File: config.mk
export PLATFORM = sky130hd
export DESIGN_NAME = csv_to_control_delimited_converter
export DESIGN_NICKNAME = d
export VERILOG_FILES = /design/src/csvcd_pkg.sv /design/src/csvcd_in_reg.sv /design/src/csvcd_step.sv /design/src/csvcd_out_reg.sv /design/src/csv_to_control_delimited_converter.sv
export VERILOG_INCLUDE_DIRS = /design/src /design/src/src
export SDC_FILE = /design/constraint.sdc
export NUM_CORES = 1
export LEC_CHECK = 0
export ABC_AREA = 1
export BUFFER_PORTS_ARGS = -buffer_cell sky130_fd_sc_hd__buf_2
export CELL_PAD_IN_SITES_DETAIL_PLACEMENT = 2
export CELL_PAD_IN_SITES_GLOBAL_PLACEMENT = 2
export CORE_UTILIZATION = 36
export CTS_BUF_LIST = sky130_fd_sc_hd__clkbuf_8
export DETAILED_ROUTE_END_ITERATION = 16
export PLACE_DENSITY_LB_ADDON = 0.12
export REMOVE_ABC_BUFFERS = 1
export SYNTH_ARGS = -nofsm -noshare
export SYNTH_HDL_FRONTEND = slang
export SYNTH_HIERARCHICAL = 1
export SYNTH_SLANG_ARGS = --single-unit
File: constraint.sdc
create_clock -name clk -period 4.5 [get_ports clk]
set_clock_uncertainty 0.1 [all_clocks]
set_input_delay 0.225 -clock clk [delete_from_list [all_inputs] [get_ports clk]]
set_output_delay 0.225 -clock clk [all_outputs]
set_load 0.01 [all_outputs]
File: src/csv_to_control_delimited_converter_defines.svh
// Assertion macros shared by the converter modules.
`ifndef CSV_TO_CONTROL_DELIMITED_CONVERTER_DEFINES_SVH
`define CSV_TO_CONTROL_DELIMITED_CONVERTER_DEFINES_SVH

// Property checked on every rising edge while reset is low.
`define CSVCD_ASSERT(label, prop, msg) \
  label: assert property (@(posedge clk) disable iff (rst) (prop)) else $error(msg);

// Property checked on every rising edge, reset included.
`define CSVCD_ASSERT_ALWAYS(label, prop, msg) \
  label: assert property (@(posedge clk) (prop)) else $error(msg);

`endif

File: src/csvcd_pkg.sv
// Package with the shared types and character constants of the converter.
`timescale 1ns / 1ps
`default_nettype none

package csvcd_pkg;

  localparam logic [7:0] CH_US    = 8'h1F;
  localparam logic [7:0] CH_RS    = 8'h1E;
  localparam logic [7:0] CH_COMMA = 8'h2C;
  localparam logic [7:0] CH_QUOTE = 8'h22;
  localparam logic [7:0] CH_LF    = 8'h0A;
  localparam logic [7:0] CH_CR    = 8'h0D;

  typedef enum logic [1:0] {
    QS_OUT   = 2'd0,
    QS_IN    = 2'd1,
    QS_CLOSE = 2'd2
  } qstate_t;

  typedef struct packed {
    logic       emit;
    logic [7:0] data;
  } step_res_t;

endpackage

`default_nettype wire

File: src/csvcd_in_reg.sv
// Input register that holds one accepted byte until the converter takes it.
`timescale 1ns / 1ps
`default_nettype none
`include "csv_to_control_delimited_converter_defines.svh"

module csvcd_in_reg
  import csvcd_pkg::*;
(
  input  wire logic       clk,
  input  wire logic       rst,
  input  wire logic       s_tvalid,
  output logic            s_tready,
  input  wire logic [7:0] s_tdata,   // in_byte [7:0]
  input  wire logic       take,
  output logic            held,
  output logic [7:0]      held_byte
);

  assign s_tready = !held || take;

  always_ff @(posedge clk) begin
    if (rst) begin
      held <= 1'b0;
    end else if (s_tready) begin
      held <= s_tvalid;
    end
    if (s_tvalid && s_tready) begin
      held_byte <= s_tdata;
    end
  end

  `CSVCD_ASSERT(a_accept_holds, s_tvalid && s_tready |=> held, "accepted byte was not held")

endmodule

`default_nettype wire

File: src/csvcd_step.sv
// Per-byte conversion logic with the quote state and pending carriage return flag.
`timescale 1ns / 1ps
`default_nettype none
`include "csv_to_control_delimited_converter_defines.svh"

module csvcd_step
  import csvcd_pkg::*;
(
  input  wire logic       clk,
  input  wire logic       rst,
  input  wire logic       go,
  input  wire logic [7:0] in_byte,
  output step_res_t       res
);

  qstate_t quote_state;
  qstate_t quote_state_next;
  logic    cr_pending;
  logic    cr_pending_next;
  logic    plain;

  always_comb begin
    quote_state_next = quote_state;
    cr_pending_next  = 1'b0;
    plain            = 1'b0;
    res.emit         = 1'b0;
    res.data         = in_byte;
    if (!(cr_pending && in_byte == CH_LF)) begin
      case (quote_state)
        QS_IN: begin
          if (in_byte == CH_QUOTE) begin
            quote_state_next = QS_CLOSE;
          end else begin
            res.emit = 1'b1;
          end
        end
        QS_CLOSE: begin
          if (in_byte == CH_QUOTE) begin
            quote_state_next = QS_IN;
            res.emit         = 1'b1;
          end else begin
            quote_state_next = QS_OUT;
            plain            = 1'b1;
          end
        end
        default: begin
          quote_state_next = QS_OUT;
          plain            = 1'b1;
        end
      endcase
    end
    if (plain) begin
      case (in_byte)
        CH_COMMA: begin
          res.emit = 1'b1;
          res.data = CH_US;
        end
        CH_LF: begin
          res.emit = 1'b1;
          res.data = CH_RS;
        end
        CH_CR: begin
          res.emit        = 1'b1;
          res.data        = CH_RS;
          cr_pending_next = 1'b1;
        end
        CH_QUOTE: begin
          quote_state_next = QS_IN;
        end
        default: begin
          res.emit = 1'b1;
        end
      endcase
    end
  end

  always_ff @(posedge clk) begin
    if (rst) begin
      quote_state <= QS_OUT;
      cr_pending  <= 1'b0;
    end else if (go) begin
      quote_state <= quote_state_next;
      cr_pending  <= cr_pending_next;
    end
  end

  `CSVCD_ASSERT(a_cr_only_unquoted, !cr_pending || quote_state == QS_OUT, "CR pending inside quotes")
  `CSVCD_ASSERT(a_cr_gives_rs, $rose(cr_pending) |-> $past(go && res.emit && res.data == CH_RS), "CR set without record separator")

endmodule

`default_nettype wire

File: src/csvcd_out_reg.sv
// Output register that presents one converted byte on the master side.
`timescale 1ns / 1ps
`default_nettype none
`include "csv_to_control_delimited_converter_defines.svh"

module csvcd_out_reg
  import csvcd_pkg::*;
(
  input  wire logic      clk,
  input  wire logic      rst,
  input  wire step_res_t res,
  input  wire logic      load,
  output logic           space,
  output logic           m_tvalid,
  input  wire logic      m_tready,
  output logic [7:0]     m_tdata    // out_byte [7:0]
);

  assign space = !m_tvalid || m_tready;

  always_ff @(posedge clk) begin
    if (rst) begin
      m_tvalid <= 1'b0;
    end else if (space) begin
      m_tvalid <= load && res.emit;
    end
    if (space && load && res.emit) begin
      m_tdata <= res.data;
    end
  end

  `CSVCD_ASSERT(a_no_overwrite, load |-> !m_tvalid || m_tready, "result loaded over a waiting result")

endmodule

`default_nettype wire

File: src/csv_to_control_delimited_converter.sv
// Top level of the CSV to control-delimited byte stream converter.
//
//   Channel | Direction | Payload
//   s_      | in        | tdata[7:0] = raw CSV byte
//   m_      | out       | tdata[7:0] = converted byte (0x1F unit, 0x1E record)
//
// One byte per cycle enters unless the output stalls; it passes in_reg then out_reg.
// Bytes that yield no result (quotes, LF after CR) leave nothing on the output.
// Reset clears the quote state, the pending CR flag and both valid registers.
// A stalled output holds one result while one more byte waits in the input register.
`timescale 1ns / 1ps
`default_nettype none

module csv_to_control_delimited_converter
  import csvcd_pkg::*;
(
  input  wire logic       clk,
  input  wire logic       rst,
  input  wire logic       s_tvalid,
  output logic            s_tready,
  input  wire logic [7:0] s_tdata,   // in_byte [7:0]
  output logic            m_tvalid,
  input  wire logic       m_tready,
  output logic [7:0]      m_tdata    // out_byte [7:0]
);

  logic       held;
  logic [7:0] held_byte;
  logic       space;
  logic       go;
  step_res_t  res;

  assign go = held && space;

  csvcd_in_reg u_in_reg (
    .clk       (clk),
    .rst       (rst),
    .s_tvalid  (s_tvalid),
    .s_tready  (s_tready),
    .s_tdata   (s_tdata),
    .take      (go),
    .held      (held),
    .held_byte (held_byte)
  );

  csvcd_step u_step (
    .clk     (clk),
    .rst     (rst),
    .go      (go),
    .in_byte (held_byte),
    .res     (res)
  );

  csvcd_out_reg u_out_reg (
    .clk      (clk),
    .rst      (rst),
    .res      (res),
    .load     (go),
    .space    (space),
    .m_tvalid (m_tvalid),
    .m_tready (m_tready),
    .m_tdata  (m_tdata)
  );

endmodule

`default_nettype wire

[Word level (Yosys, flattened, before mapping)]
Index checks and enable logic that the tools add are counted.
Storage, ports and cells
  logic and storage cells: 40
  register bits after elaboration: 21
  bits of input ports: 12
  output and inout port bits: 10
Cells by class
  multiplexer cells: 17
  reductions and logical operators: 11
  equality and inequality tests: 6
Operators with widths (count)
  $eq 8x4->1 const B: 2
  $eq 8x6->1 const B: 2
  $pmux 8 s2: 1
  $mux 9: 1
  $mux 1: 8
  $mux 2: 4
  $logic_and 1x1->1: 6
  $pmux 1 s2: 2
  $pmux 2 s2: 1
  $eq 2x1->1 const B: 1
  $eq 2x2->1 const B: 1
  $logic_not 1->1: 2
  $logic_or 1x1->1: 2
  $reduce_or 2->1: 1

[Longest topological paths before layout]
  depth after elaboration: 7
  depth in mapped cells: 10
  depth with buffers taken out: 10

[Modules after synthesis]
Netlist, hierarchy kept.
Modules (own cells, without submodules)
  csvcd_step: instances 1, area an instance 415.4 µm², cells each 71, seq. area each 60.1 µm²
  csvcd_in_reg: instances 1, area an instance 287.8 µm², cells each 14, seq. area each 260.2 µm²
  csvcd_out_reg: instances 1, area an instance 287.8 µm², cells each 14, seq. area each 260.2 µm²
  csv_to_control_delimited_converter: instances 1, area an instance 7.5 µm², cells each 2, seq. area each 0.0 µm²

[Worst setup path before layout]
OpenSTA, ideal clock, no wires.
  path type: register to register
  from: register u_in_reg.held_byte[1]
  to: register u_out_reg.m_tdata[0], enable pin
  library setup time: 0.375 ns
  buffers on the path: 0
  clock period less this slack: 1.829 ns
  arrival time: 1.354 ns
  setup slack: 2.671 ns
  required time: 4.025 ns
  stages on the path, launching flop included: 10
  cells stage by stage: edfxtp_1 nand2_4 nor2_2 nand2_1 nor2_2 inv_1 nand2_1 inv_1 nand2_1 a21oi_1
RTL lines
  start, declared: RTL line csvcd_in_reg.sv:16  | output logic [7:0] held_byte
  start signal, assigned: RTL line csvcd_in_reg.sv:28  | held_byte <= s_tdata;
  end signal, assigned: RTL line csvcd_out_reg.sv:28  | m_tdata <= res.data;
  end, declared: RTL line csvcd_out_reg.sv:16  | output logic [7:0] m_tdata

==> run metrics <==
status=completed; Vias=762; RSZ-0062 raised after global routing=no; Skew-Pair Late Insertion Delay=0.26 ns; initial detailed-routing violation count=4; post-route ant nets=0; Rows=18; Placement Setup Slack=2.30 ns; hold slack final=0.0307 ns; Seq cells post-synth=21; clock root buffer=clkbuf_8; critical path's slowest cell=a21oi_1; Syn Area/Cell=9.89 um2; total global routing overflow=0; data arrival time of the critical path=2.04 ns; Post-Syn Instances=101; CP endpoint kind=flop; IO Count=22; Peak Freq=0.445 GHz; critical path's largest stage delay=0.69 ns; Worst slew margin=0.427; first-pass GRT wire length=3950 um; Cells on Worst Hold Path=1; vias in the first global route=809; Die Width=54.7 um; total clock sinks=21; post-placement cell area=0.00113 mm2; CTS H-tree lvls=1; DR vias/cell=4.98; Final GP Congestion=0.782; Leakage=0.519 nW; peak supply drop=0.213 mV; Reg2Reg Setup Slack=2.25 ns; Slew Viols, Final=0; fillers=301; cell area power density=337 mW/mm2; Avg WL per Cell=16.4 um; Seq/Total Area, Yosys=0.581; Final Hold Vio Count=0; final instance area=0.00118 mm2; worst-path fanout max=8; part of the cycle the worst path needs=0.499; pin count of the biggest net entering global routing=14; # DRC=0; diode count=0; Post-CTS Hold Buffers=0; die area=0.00299 mm2; Netlist Area Pre-Place=998 um2; Tot GR Track Use=0.198; CTS tree=built; post-DP HPWL=1890 um; Multi-input gate area=328 um2; maximum buffer depth of the clock tree=2; Detailed Routing Iterations Pass 1=3; share of post-route cells with drive strength above 1=0.374; register area=581 um2; cell mode on critical path=nand2_1; Critical Path RT=4.30 ns; crit path cell chain=nand2_4 -> nor2_2 -> nand2_1 -> nor2_2 -> inv_1 -> nand2_1 -> inv_1 -> nand2_1 -> a21oi_1; Setup CP Type=reg -> reg; Port-buffer cells=21; Yosys cell types=21; post-layout util=0.463; CORE AREA=0.00254 mm2; CTS buffer count=3; Yosys warning total=6; clock slew at reported path FFs=0.08 ns; worst slew pin tran=0.859 ns; Hold Crit Class=in -> reg; final setup fails=0; Worst setup SP type=flop; Die H=54.7 um; post_cts resized=0; initial cell density of the core=0.392; Post-CTS Setup Repair Bufs=0; final wirelength=2500 um; final layout net count=138; area grow syn2layout=18.0%; minimum clock period=2.25 ns; antenna violations before repair=0; Setup WS post-layout=2.25 ns; max-cap violations=0; Worst Reg-to-Reg Cells=9; total negative slack=0 ns
-- flip-flops by register name (all words and copies together), names as in the netlist --
register	flops
u_step/quote_state	2
u_out_reg/m_tdata	8
u_step/cr_pending	1
u_in_reg/held_byte	8
u_out_reg/m_tvalid	1
u_in_reg/held	1
-- final cells by class --
| cell class | count | share of cell area |
|---|---|---|
| Sequential cell | 21 | 0.493 |
| Multi-Input combinational cell | 56 | 0.278 |
| Timing Repair Buffer | 21 | 0.0892 |
| Inverter | 21 | 0.0669 |
| Clock buffer | 3 | 0.0350 |
| Tap cell | 30 | 0.0318 |
| Clock inverter | 1 | 0.00637 |
-- cells by family (layout without fill, tap and decap cells) --
family	count (synthesis)	after routing	share of synthesized area
adders and majority gates	2	2	0.0251
and+or+nand+nor	46	46	0.256
DFF	21	21	0.581
buffers and inverters	24	46	0.0902
AOI/OAI and AO/OA	8	8	0.0476
-- power by group --
part	switching (W)	internal (W)	total [W]
sequential	0.00000571	0.000221	0.000227
combinational	0.0000267	0.0000134	0.0000401
clock	0.0000679	0.0000626	0.000130
total	0.000100	0.000297	0.000397
-- per-layer routing --
| layer | global-route usage | wire length, um | share of wire | vias up |
|---|---|---|---|---|
| met5 | 0 | 0 | 0 | - |
| met1 | 0.214 | 965 | 0.39 | 378 |
| met4 | 0.0513 | 14 | 0.0056 | 0 |
| li1 | - | - | - | 364 |
| met3 | 0.0333 | 78 | 0.031 | 3 |
| met2 | 0.388 | 1450 | 0.58 | 17 |
-- cell usage after synthesis --
master | number | share of area
a21oi_1 | 4 | 0.020
a21oi_2 | 2 | 0.018
and3b_1 | 1 | 0.0088
clkbuf_1 | 3 | 0.011
dfxtp_1 | 5 | 0.10
edfxtp_1 | 16 | 0.48
ha_1 | 2 | 0.025
inv_1 | 14 | 0.053
inv_2 | 7 | 0.026
nand2_1 | 21 | 0.079
nand2_2 | 3 | 0.019
nand2_4 | 2 | 0.023
nand3_1 | 4 | 0.020
nand3_4 | 1 | 0.018
nand3b_1 | 1 | 0.0075
nand4_1 | 3 | 0.019
nor2_1 | 4 | 0.015
nor2_2 | 4 | 0.025
nor2_4 | 2 | 0.023
o21ai_0 | 1 | 0.0050
o21ai_1 | 1 | 0.0050
-- stage by stage --
stage | total power, W | instances
floorplan | 0.000253 | 98
global placement | 0.000268 | 149
detailed placement | 0.000271 | 149
CTS | 0.000401 | 153
global route | 0.000413 | 153
finish | 0.000397 | 153
-- worst paths after layout --
kind                         start                    end
max reg2reg  u_in_reg/held_byte[1]   u_out_reg/m_tdata[4]
min                     s_tdata[7]  u_in_reg/held_byte[7]
min reg2reg  u_in_reg/held_byte[6]   u_out_reg/m_tdata[6]
max          u_in_reg/held_byte[1]   u_out_reg/m_tdata[4]
-- critical path: cells and delay by family (launching register included) --
kind	cells	cell delay (ns)
AO/OA/AOI/OAI	1	0.69
AND/OR/NAND/NOR	6	0.48
buffers and inverters	2	0.15
flip-flops	1	0.46
-- placed cells by master, fill, tap and decap left out, types with 2 or more instances in the layout --
master    count
nand2_1      21
buf_2        21
edfxtp_1     16
inv_1        14
inv_2         7
dfxtp_1       5
a21oi_1       4
nor2_2        4
nand3_1       4
nor2_1        4
clkbuf_8      3
nand2_2       3
nand4_1       3
a21oi_2       2
nand2_4       2
nor2_4        2
ha_1          2
Power figures use the tool's default switching activity.
